<file path="src/rtl/core/nafd_pkg.sv">
`default_nettype none

package nafd_pkg;

  localparam int CHIP_COUNT        = 2;
  localparam int CHANNELS_PER_CHIP = 32;
  localparam int TOTAL_CH          = CHIP_COUNT * CHANNELS_PER_CHIP;

  localparam int POS_STAMP_LO = 4;
  localparam int POS_STAMP_HI = 5;
  localparam int POS_ACC      = 9;
  localparam int POS_AMP0     = 12;
  localparam int POS_DIGITAL  = TOTAL_CH + 22;
  localparam int POS_LAST     = TOTAL_CH + 23;
  localparam int POS_W        = $clog2(POS_LAST + 1);

  localparam int CHIP_W = (CHIP_COUNT > 1) ? $clog2(CHIP_COUNT) : 1;
  localparam int CHAN_W = (CHANNELS_PER_CHIP > 1) ? $clog2(CHANNELS_PER_CHIP) : 1;

  localparam int WORD_W     = 16;
  localparam int CHAN_IDX_W = 6;
  localparam int VAL_W      = 32;
  localparam int CFG_IDX_W  = 2;
  localparam int CFG_DATA_W = 16;
  localparam int OUT_DATA_W = 184;

  localparam logic [WORD_W-1:0] ACC_WORD_RST = 16'h8000;
  localparam logic [WORD_W-1:0] AMP_GAIN_RST = 16'd12780;
  localparam logic [WORD_W-1:0] ACC_GAIN_RST = 16'd627;

  localparam logic [1:0] PHASE_NONE  = 2'd0;
  localparam logic [1:0] PHASE_FIRST = 2'd1;
  localparam logic [1:0] PHASE_LAST  = 2'd3;

  typedef enum logic [CFG_IDX_W-1:0] {
    CFG_START_PHASE = 2'd0,
    CFG_AMP_GAIN    = 2'd1,
    CFG_ACC_GAIN    = 2'd2
  } cfg_idx_t;

  typedef enum logic {
    KIND_SAMPLE  = 1'b0,
    KIND_SUMMARY = 1'b1
  } item_kind_t;

  typedef struct packed {
    logic [WORD_W-1:0] amp_gain;
    logic [WORD_W-1:0] acc_gain;
  } gains_t;

  typedef struct packed {
    item_kind_t            kind;
    logic [CHAN_IDX_W-1:0] chan;
    logic [WORD_W-1:0]     word;
    logic [VAL_W-1:0]      stamp;
    logic [WORD_W-1:0]     digital;
    logic [WORD_W-1:0]     acc0;
    logic [WORD_W-1:0]     acc1;
    logic [WORD_W-1:0]     acc2;
    logic                  done;
  } stg_t;

endpackage

`default_nettype wire

</file>
<file path="src/rtl/core/neural_amp_frame_deframer.sv">
// Neural amplifier frame deframer.
// in_*: one 16-bit frame word per transfer; frames are 24 words plus one word
// per amplifier channel (88 words for two chips of 32 channels).
// out_*: one result per amplifier word (tuser 0: channel index and scaled
// sample) and one frame summary on the last word (tuser 1: timestamp,
// digital inputs and, when a triplet completed, the scaled accelerometer).
// Header, accelerometer, timestamp and digital words give no result.
// cfg_*: write start_phase, amp_gain, acc_gain by index, only while idle.
// Throughput: one word per cycle, sustained, with out_tready held high.
// Pipeline: the word enters the stage register when it transfers, and the
// product logic then loads the output register from it; out_tvalid rises
// when the output register is loaded, and the result transfers from there.
// Reset: frame position to word 0, phase 0, gains to their defaults,
// accelerometer words to mid-scale; both pipeline registers empty.
// Stall: with out_tready low the output register holds; the stage register
// still takes one word, and in_tready drops only when both are full.
`default_nettype none

module neural_amp_frame_deframer import nafd_pkg::*; (
  input  wire                     clk,
  input  wire                     rst_n,
  input  wire                     cfg_we,
  input  wire  [CFG_IDX_W-1:0]    cfg_index,
  input  wire  [CFG_DATA_W-1:0]   cfg_data,
  input  wire                     in_tvalid,
  output logic                    in_tready,
  input  wire  [WORD_W-1:0]       in_tdata,    // frame_word
  output logic                    out_tvalid,
  input  wire                     out_tready,
  // channel_index, amp_value, time_stamp, digital_inputs, acc_first,
  // acc_second, acc_third, acc_complete, zero pad
  output logic [OUT_DATA_W-1:0]   out_tdata,
  output logic                    out_tuser    // item_kind
);

  logic   stg_v;
  logic   stg_ready;
  stg_t   stg;
  gains_t gains;

  nafd_frame_ctl u_frame_ctl (
    .clk       (clk),
    .rst_n     (rst_n),
    .cfg_we    (cfg_we),
    .cfg_index (cfg_index),
    .cfg_data  (cfg_data),
    .in_tvalid (in_tvalid),
    .in_tready (in_tready),
    .in_tdata  (in_tdata),
    .stg_ready (stg_ready),
    .stg_v     (stg_v),
    .stg       (stg),
    .gains     (gains)
  );

  nafd_out_stage u_out_stage (
    .clk        (clk),
    .rst_n      (rst_n),
    .stg_v      (stg_v),
    .stg        (stg),
    .gains      (gains),
    .stg_ready  (stg_ready),
    .out_tvalid (out_tvalid),
    .out_tready (out_tready),
    .out_tdata  (out_tdata),
    .out_tuser  (out_tuser)
  );

endmodule

`default_nettype wire

</file>
<file path="src/rtl/core/nafd_frame_ctl.sv">
`default_nettype none

module nafd_frame_ctl import nafd_pkg::*; (
  input  wire                    clk,
  input  wire                    rst_n,
  input  wire                    cfg_we,
  input  wire  [CFG_IDX_W-1:0]   cfg_index,
  input  wire  [CFG_DATA_W-1:0]  cfg_data,
  input  wire                    in_tvalid,
  output logic                   in_tready,
  input  wire  [WORD_W-1:0]      in_tdata,
  input  wire                    stg_ready,
  output logic                   stg_v,
  output stg_t                   stg,
  output gains_t                 gains
);

  logic [POS_W-1:0]  pos_r, pos_nxt;
  logic [CHIP_W-1:0] chip_r, chip_nxt;
  logic [CHAN_W-1:0] chan_r, chan_nxt;
  logic [WORD_W-1:0] stamp_lo_r, stamp_lo_nxt;
  logic [WORD_W-1:0] stamp_hi_r, stamp_hi_nxt;
  logic [WORD_W-1:0] digital_r, digital_nxt;
  logic [WORD_W-1:0] acc_r [3];
  logic [WORD_W-1:0] acc_nxt [3];
  logic [1:0]        phase_r, phase_nxt;
  logic              begun_r, begun_nxt;
  gains_t            gains_r, gains_nxt;
  logic              stg_v_r, stg_v_nxt;
  stg_t              stg_r, stg_nxt;
  logic              accept;
  logic              load;
  logic              in_amp;
  logic [31:0]       ch_full;

  assign in_tready = !stg_v_r || stg_ready;
  assign accept    = in_tvalid && in_tready;
  assign in_amp    = (pos_r >= POS_W'(POS_AMP0)) && (pos_r < POS_W'(POS_AMP0 + TOTAL_CH));
  assign ch_full   = 32'(chip_r) * 32'(CHANNELS_PER_CHIP) + 32'(chan_r);

  always_comb begin
    pos_nxt      = pos_r;
    chip_nxt     = chip_r;
    chan_nxt     = chan_r;
    stamp_lo_nxt = stamp_lo_r;
    stamp_hi_nxt = stamp_hi_r;
    digital_nxt  = digital_r;
    acc_nxt      = acc_r;
    phase_nxt    = phase_r;
    begun_nxt    = begun_r;
    gains_nxt    = gains_r;
    load         = 1'b0;
    stg_nxt      = stg_r;

    if (cfg_we) begin
      case (cfg_idx_t'(cfg_index))
        CFG_START_PHASE: begin
          phase_nxt = cfg_data[1:0];
          begun_nxt = (cfg_data[1:0] == PHASE_FIRST);
        end
        CFG_AMP_GAIN: gains_nxt.amp_gain = cfg_data[WORD_W-1:0];
        CFG_ACC_GAIN: gains_nxt.acc_gain = cfg_data[WORD_W-1:0];
        default: ;
      endcase
    end

    if (accept) begin
      pos_nxt = (pos_r >= POS_W'(POS_LAST)) ? '0 : pos_r + 1'b1;
      if (pos_r == POS_W'(POS_STAMP_LO)) begin
        stamp_lo_nxt = in_tdata;
      end else if (pos_r == POS_W'(POS_STAMP_HI)) begin
        stamp_hi_nxt = in_tdata;
      end else if (pos_r == POS_W'(POS_ACC)) begin
        if (phase_r != PHASE_NONE && begun_r) begin
          acc_nxt[phase_r - PHASE_FIRST] = in_tdata;
        end
      end else if (in_amp) begin
        load         = 1'b1;
        stg_nxt      = '0;
        stg_nxt.kind = KIND_SAMPLE;
        stg_nxt.chan = ch_full[CHAN_IDX_W-1:0];
        stg_nxt.word = in_tdata;
        if (chip_r == CHIP_W'(CHIP_COUNT - 1)) begin
          chip_nxt = '0;
          chan_nxt = chan_r + 1'b1;
        end else begin
          chip_nxt = chip_r + 1'b1;
        end
      end else if (pos_r == POS_W'(POS_DIGITAL)) begin
        digital_nxt = in_tdata;
      end else if (pos_r == POS_W'(POS_LAST)) begin
        load            = 1'b1;
        stg_nxt         = '0;
        stg_nxt.kind    = KIND_SUMMARY;
        stg_nxt.stamp   = {stamp_hi_r, stamp_lo_r};
        stg_nxt.digital = digital_r;
        stg_nxt.acc0    = acc_r[0];
        stg_nxt.acc1    = acc_r[1];
        stg_nxt.acc2    = acc_r[2];
        stg_nxt.done    = begun_r && (phase_r == PHASE_LAST);
        phase_nxt       = phase_r + 1'b1;
        if (phase_nxt == PHASE_FIRST) begin
          begun_nxt = 1'b1;
        end
        chip_nxt = '0;
        chan_nxt = '0;
      end
    end

    if (load) begin
      stg_v_nxt = 1'b1;
    end else if (stg_ready) begin
      stg_v_nxt = 1'b0;
    end else begin
      stg_v_nxt = stg_v_r;
    end
  end

  always_ff @(posedge clk) begin
    if (!rst_n) begin
      pos_r      <= '0;
      chip_r     <= '0;
      chan_r     <= '0;
      stamp_lo_r <= '0;
      stamp_hi_r <= '0;
      digital_r  <= '0;
      acc_r[0]   <= ACC_WORD_RST;
      acc_r[1]   <= ACC_WORD_RST;
      acc_r[2]   <= ACC_WORD_RST;
      phase_r    <= PHASE_NONE;
      begun_r    <= 1'b0;
      gains_r    <= '{amp_gain: AMP_GAIN_RST, acc_gain: ACC_GAIN_RST};
      stg_v_r    <= 1'b0;
    end else begin
      pos_r      <= pos_nxt;
      chip_r     <= chip_nxt;
      chan_r     <= chan_nxt;
      stamp_lo_r <= stamp_lo_nxt;
      stamp_hi_r <= stamp_hi_nxt;
      digital_r  <= digital_nxt;
      acc_r      <= acc_nxt;
      phase_r    <= phase_nxt;
      begun_r    <= begun_nxt;
      gains_r    <= gains_nxt;
      stg_v_r    <= stg_v_nxt;
    end
  end

  always_ff @(posedge clk) begin
    stg_r <= stg_nxt;
  end

  assign stg_v = stg_v_r;
  assign stg   = stg_r;
  assign gains = gains_r;

  a_pos_range: assert property (@(posedge clk) disable iff (!rst_n)
    pos_r <= POS_W'(POS_LAST))
    else $error("frame position beyond last word");

  a_stage_hold: assert property (@(posedge clk) disable iff (!rst_n)
    stg_v_r && !stg_ready |=> stg_v_r && $stable(stg_r))
    else $error("stalled stage entry lost or changed");

  a_summary_wraps: assert property (@(posedge clk) disable iff (!rst_n)
    accept && pos_r == POS_W'(POS_LAST) && !cfg_we |=> pos_r == '0 && stg_v_r
      && stg_r.kind == KIND_SUMMARY)
    else $error("frame end did not issue summary and restart");

endmodule

`default_nettype wire

</file>
<file path="src/rtl/core/nafd_out_stage.sv">
`default_nettype none

module nafd_out_stage import nafd_pkg::*; (
  input  wire                     clk,
  input  wire                     rst_n,
  input  wire                     stg_v,
  input  stg_t                    stg,
  input  gains_t                  gains,
  output logic                    stg_ready,
  output logic                    out_tvalid,
  input  wire                     out_tready,
  output logic [OUT_DATA_W-1:0]   out_tdata,
  output logic                    out_tuser
);

  localparam int OFF_CH   = 0;
  localparam int OFF_AMP  = OFF_CH + CHAN_IDX_W;
  localparam int OFF_TS   = OFF_AMP + VAL_W;
  localparam int OFF_DIG  = OFF_TS + VAL_W;
  localparam int OFF_ACC1 = OFF_DIG + WORD_W;
  localparam int OFF_ACC2 = OFF_ACC1 + VAL_W;
  localparam int OFF_ACC3 = OFF_ACC2 + VAL_W;
  localparam int OFF_DONE = OFF_ACC3 + VAL_W;

  function automatic logic [VAL_W-1:0] scale_code(input logic [WORD_W-1:0] w,
                                                  input logic [WORD_W-1:0] g);
    logic signed [WORD_W:0]     c;
    logic signed [WORD_W:0]     gs;
    logic signed [2*WORD_W+1:0] p;
    c  = {~w[WORD_W-1], ~w[WORD_W-1], w[WORD_W-2:0]};
    gs = {1'b0, g};
    p  = c * gs;
    return p[VAL_W-1:0];
  endfunction

  logic                  out_v_r, out_v_nxt;
  logic [OUT_DATA_W-1:0] out_data_r, out_data_nxt;
  logic                  out_user_r, out_user_nxt;
  logic                  load;
  logic                  summary;
  logic [VAL_W-1:0]      prod0, prod1, prod2;

  assign stg_ready = !out_v_r || out_tready;
  assign load      = stg_v && stg_ready;
  assign summary   = (stg.kind == KIND_SUMMARY);

  assign prod0 = scale_code(summary ? stg.acc0 : stg.word,
                            summary ? gains.acc_gain : gains.amp_gain);
  assign prod1 = scale_code(stg.acc1, gains.acc_gain);
  assign prod2 = scale_code(stg.acc2, gains.acc_gain);

  always_comb begin
    out_data_nxt = '0;
    out_user_nxt = stg.kind;
    case (stg.kind)
      KIND_SAMPLE: begin
        out_data_nxt[OFF_CH +: CHAN_IDX_W] = stg.chan;
        out_data_nxt[OFF_AMP +: VAL_W]     = prod0;
      end
      KIND_SUMMARY: begin
        out_data_nxt[OFF_TS +: VAL_W]   = stg.stamp;
        out_data_nxt[OFF_DIG +: WORD_W] = stg.digital;
        if (stg.done) begin
          out_data_nxt[OFF_ACC1 +: VAL_W] = prod0;
          out_data_nxt[OFF_ACC2 +: VAL_W] = prod1;
          out_data_nxt[OFF_ACC3 +: VAL_W] = prod2;
          out_data_nxt[OFF_DONE]          = 1'b1;
        end
      end
      default: ;
    endcase

    if (load) begin
      out_v_nxt = 1'b1;
    end else if (out_tready) begin
      out_v_nxt = 1'b0;
    end else begin
      out_v_nxt = out_v_r;
    end
  end

  always_ff @(posedge clk) begin
    if (!rst_n) begin
      out_v_r <= 1'b0;
    end else begin
      out_v_r <= out_v_nxt;
    end
  end

  always_ff @(posedge clk) begin
    if (load) begin
      out_data_r <= out_data_nxt;
      out_user_r <= out_user_nxt;
    end
  end

  assign out_tvalid = out_v_r;
  assign out_tdata  = out_data_r;
  assign out_tuser  = out_user_r;

  a_sample_clean: assert property (@(posedge clk) disable iff (!rst_n)
    out_v_r && out_user_r == KIND_SAMPLE |-> out_data_r[OUT_DATA_W-1:OFF_TS] == '0)
    else $error("sample result carries summary fields");

  a_summary_clean: assert property (@(posedge clk) disable iff (!rst_n)
    out_v_r && out_user_r == KIND_SUMMARY |-> out_data_r[OFF_TS-1:0] == '0)
    else $error("summary result carries sample fields");

  a_acc_zero: assert property (@(posedge clk) disable iff (!rst_n)
    out_v_r && !out_data_r[OFF_DONE] |-> out_data_r[OFF_DONE-1:OFF_ACC1] == '0)
    else $error("accelerometer fields set without a complete triplet");

endmodule

`default_nettype wire

</file>
<file path="config.mk">
export PLATFORM = sky130hd
export DESIGN_NAME = neural_amp_frame_deframer
export DESIGN_NICKNAME = d
export VERILOG_FILES = /design/src/rtl/core/nafd_pkg.sv /design/src/rtl/core/neural_amp_frame_deframer.sv /design/src/rtl/core/nafd_frame_ctl.sv /design/src/rtl/core/nafd_out_stage.sv
export SDC_FILE = /design/constraint.sdc
export NUM_CORES = 2
export LEC_CHECK = 0
export BUFFER_PORTS_ARGS = -buffer_cell sky130_fd_sc_hd__buf_2
export CORE_MARGIN = 1.5
export CORE_UTILIZATION = 64
export CTS_BUF_LIST = sky130_fd_sc_hd__clkbuf_8
export DETAILED_ROUTE_END_ITERATION = 10
export PLACE_DENSITY_LB_ADDON = 0.1
export SYNTH_ARGS = -nofsm -noshare
export SYNTH_HDL_FRONTEND = slang
export SYNTH_HIERARCHICAL = 1
export SYNTH_SLANG_ARGS = --single-unit
</file>
<file path="constraint.sdc">
create_clock -name clk -period 18.6 [get_ports clk]
set_input_delay 1.86 -clock clk [delete_from_list [all_inputs] [get_ports clk]]
set_output_delay 1.86 -clock clk [all_outputs]
set_load 0.005 [all_outputs]
</file>
==> results by stage <==
Run status:
- The flow ran to the end, and the final reports show no timing, DRC or antenna violations.

Clock tree:
- The number of hold buffers added after CTS is 0.
- The buffer depth of the longest clock path is 3.
- Post-CTS repair changed the size of 0 cells.
- The CTS tree is done.
- The insertion delay of the later-clocked pin in the worst-skew pair is 700 ps.
- The post-CTS repair timing setup buffer count is 0.
- After clock tree synthesis, the clock-pin slew on the worst setup and hold paths is 60 ps.
- The cell sitting at the root of the clock tree is a sky130_fd_sc_hd__clkbuf_8.
- The H-tree generated during clock tree synthesis spans 3 levels.
- Clock tree synthesis inserted a total of 76 buffers.
- The number of sinks handled by clock tree synthesis is 450.

Critical path:
- The critical path in this run is classified as flip-flop to flip-flop.
- The nature of the critical path endpoint is a flip-flop.
- At the worst endpoint, the required time is 19,030 ps.
- The number of cells on the worst reg-to-reg path is 22.
- The kind of start point of the critical path is a flip-flop.
- The maximum net fanout on the critical path is 56.
- Data on the critical path arrives at its endpoint at 9030 ps.

Detailed routing:
- The detail-routed via count per cell is 5.64.
- The residual antenna-violating net count after detailed routing is 0.
- For this run, design rule violations remaining after detail routing come to 0.
- Dividing the detail-routed wire length by the instance count gives 20.3 um.
- The first detailed-routing pass took 6 iterations.
- The via count is 31,200.
- Summed over all layers, the routed wires come to 112,000 um.
- The number of design-rule violations left by the first detailed-router iteration is 2,209.

Die:
- The placeable core region is 67,300 um^2.
- The row count is 95.
- For this configuration, the core starts out at a cell density of 64.7%.
- The vertical extent of the die is 264 um.
- Pin placement for this block handled 226 I/O pins.
- The overall die area is 69,600 um^2.
- The width of the die is 264 um.

STA:
- The worst relative slew slack is 21.5%.
- Setup repair after global routing left no endpoint under its margin.
- The max-slew violation total from the final report is 0.
- The minimum clock period after layout is 8600 ps.
- The sum of negative setup slack is 0 ps.
- In the finished design, the share of the clock period the worst path needs comes to 46.2%.
- The slew at the pin closest to its max-slew limit is 1150 ps.
- The final critical-path setup slack is 10,000 ps.
- The maximum clock frequency is 116 MHz.
- Setup violations remaining at the end of the flow were counted as 0.
- For the final database, setup skew stands at 46.8 ps.
- The final-report hold violation count was 0.

Layout:
- In the layout the commonest cells are sky130_fd_sc_hd__inv_1, sky130_fd_sc_hd__nand2_1, sky130_fd_sc_hd__fa_1, sky130_fd_sc_hd__and2_1, sky130_fd_sc_hd__ha_1.
- The commonest non-fill, non-tap cell in the layout is sky130_fd_sc_hd__inv_1.
- Summing all multi-input logic gate instances after layout gives 27,800 um^2.
- Of the cells placed in the final design, the portion with a size suffix greater than 1 is 10.0%.
- After the last flow step, the layout net total stands at 5,577.
- Registers take 12,100 um^2.
- Compared with the post-synthesis result, the final layout area differs by 7.39%.
- The fill cell total of the finished layout is 5,379.
- Cells fill 69.5% of the core in the end.

Yosys:
- The fraction of the mapped netlist area in compound gates is 5.64%.
- Summing the areas of all fa, ha and maj instances in the mapped netlist gives 37.1% of the synthesized area.
- The portion of the post-synthesis area used by sequential elements is 27.7%.
- For this run, asynchronously set or reset flops after synthesis account for 0%.
- The fraction of the mapped netlist area in simple logic gates is 17.1%.
- The gate count after technology mapping is 4,445.
- Counting flops with a built-in enable in the synthesized netlist gives 304.
- The cell area that synthesis handed to floorplanning was 43,500 um^2.
- The distinct cell type count of the synthesized netlist is 79.
- During synthesis, Yosys emitted a total of 6 warnings.
- In the synthesized netlist the dominant register cell turns out to be sky130_fd_sc_hd__edfxtp_1.
- Of the total synthesized cell area, the portion taken by XOR and XNOR cells is 1.55%.
- The share of the synthesized area in the top cell type is 26.8%.
- The most area-hungry cell type in the Yosys netlist is sky130_fd_sc_hd__fa_1.
- The largest family of logic cells by synthesized area is adder cells.
- The post-synthesis sequential element count is 450.
- The portion of synthesized area spent on multiplexers is 2.44%.
- Counting every net in the synthesized netlist gives 5,427.
- The mean instance size in the synthesized netlist is 9.80 um^2.
- In the post-synthesis netlist, the biggest area contributors are sky130_fd_sc_hd__fa_1, sky130_fd_sc_hd__edfxtp_1, sky130_fd_sc_hd__ha_1.

GRT:
- The total congestion overflow after global routing is 0.
- The wire length of the first global-routing pass is 176,000 um.
- Global routing used 32.9% of the available tracks across all layers.
- The via count of the first global-routing pass is 31,800.
- The number of antenna violations at the first check in global routing is 4.
- The largest net degree at the start of global routing is 88.

Worst hold path:
- Along the worst hold path, the cell count comes to 2.
- The worst min-delay path class is flip-flop to flip-flop.

Power and ir drop:
- The leakage power of the design is 22.3 nW.
- The design draws 2.05 mW.
- Power spread over the standard cell area amounts to 43.9 nW/um^2.
- IR analysis of the VDD net gives a maximum drop of 0.0812 mV.

Placed design:
- The final HPWL from detailed placement is 82,700 um.
- The last weighted congestion value of the routability-driven placer is 0.982.
- Before CTS, the worst setup slack after placement is 10,090 ps.
- The count of buffers inserted at the top-level ports is 224.

Flow run:
- The max-cap violation count is 0.
==> logic make-up (layout without fill, tap and decap cells) <==
family                   Yosys count  after routing
flip-flops                       450            450
AO/OA/AOI/OAI                    380            380
XOR/XNOR                          77             77
AND/OR/NAND/NOR                 1557           1557
buffers and inverters            935           1148
multiplexers                     102            102
other                              1              5
adder cells (fa/ha/maj)          943            943
==> flip-flops by register name, summed over array words and instances (netlist names) <==
register and flops:
u_out_stage/out_tdata 183, u_frame_ctl/stg 120, u_frame_ctl/acc_r 48, u_frame_ctl/gains 32, u_frame_ctl/digital_r 16, u_frame_ctl/stamp_hi_r 16, u_frame_ctl/stamp_lo_r 16, u_frame_ctl/pos_r 7
u_frame_ctl/chan_r 5, u_frame_ctl/phase_r 2, u_frame_ctl/begun_r 1, u_frame_ctl/chip_r 1, u_frame_ctl/stg_v 1, u_out_stage/out_tuser 1, u_out_stage/out_tvalid 1
==> worst paths after layout <==
check	from	endpoint	slack, ps
worst min-delay path	u_frame_ctl/acc_r[1]	u_frame_ctl/acc_r[1]	450
worst min register to register	u_frame_ctl/acc_r[1]	u_frame_ctl/acc_r[1]	450
worst max-delay path	u_frame_ctl/stg[119]	u_out_stage/out_tdata[33]	10000
worst max register to register	u_frame_ctl/stg[119]	u_out_stage/out_tdata[33]	10000
==> where the power goes <==
part	internal (mW)	total, mW	switching [mW]
logic	0.0226	0.0881	0.0656
clock network	0.459	0.898	0.439
registers	1.06	1.06	0.00615
==> metrics by stage <==
step                cells  area, um^2  hold slack, ps
global route         5533       46800             465
detailed placement   5390       45200             441
floorplan            4445       43500             421
global placement     5390       45200             433
CTS                  5531       46700             449
finish               5535       46800             446
==> critical path: stages, from the launching register on <==
cell and delay [ps]:
sky130_fd_sc_hd__edfxtp_1 780, sky130_fd_sc_hd__buf_4 560, sky130_fd_sc_hd__buf_4 710, sky130_fd_sc_hd__mux2i_1 800, sky130_fd_sc_hd__nor2_1 160, sky130_fd_sc_hd__fa_1 540
sky130_fd_sc_hd__inv_1 50, sky130_fd_sc_hd__fa_1 500, sky130_fd_sc_hd__fa_1 520, sky130_fd_sc_hd__inv_1 50, sky130_fd_sc_hd__fa_1 450, sky130_fd_sc_hd__fa_1 510
sky130_fd_sc_hd__inv_1 50, sky130_fd_sc_hd__fa_1 470, sky130_fd_sc_hd__inv_1 40, sky130_fd_sc_hd__ha_1 380, sky130_fd_sc_hd__a211o_1 330, sky130_fd_sc_hd__a211oi_2 260
sky130_fd_sc_hd__a31oi_1 190, sky130_fd_sc_hd__a31oi_1 290, sky130_fd_sc_hd__a21oi_1 110, sky130_fd_sc_hd__nor2b_1 210, sky130_fd_sc_hd__mux2_2 370
==> metal layers <==
layer	GRT usage (%)	wire [um]
met1	43.1	45300
met2	54.9	54100
met3	6.29	8660
met4	11.9	4080
met5	0	13
==> synth_stat cells (all sizes together) (4+ instances only) <==
| cell type | number |
|---|---|
| and2 | 432 |
| and3 | 33 |
| mux2 | 31 |
| a21o | 36 |
| fa | 582 |
| xor2 | 26 |
| inv | 740 |
| nor2 | 299 |
| o21a | 17 |
| clkbuf | 162 |
| a211oi | 16 |
| nor3b | 6 |
| a21oi | 156 |
| o21ai | 69 |
| buf | 32 |
| nand2 | 603 |
| o21bai | 12 |
| nand2b | 20 |
| or3 | 7 |
| or2 | 20 |
| ha | 361 |
| o211ai | 18 |
| dfxtp | 146 |
| and4 | 6 |
| nand4 | 16 |
| a221oi | 4 |
| edfxtp | 304 |
| nor3 | 24 |
| xnor2 | 51 |
| a31oi | 17 |
| nand3 | 58 |
| nor2b | 19 |
| mux2i | 71 |
==> area by class of cell <==
cell class	instances	share of cell area, %
tap	873	2.34
antenna	4	0.0214
clock inverter	56	0.776
multi-input combinational	3060	59.6
clock buffer	85	2.50
timing repair buffer	266	3.07
inverter	741	5.95
sequential	450	25.8
Power figures use the tool's default switching activity.
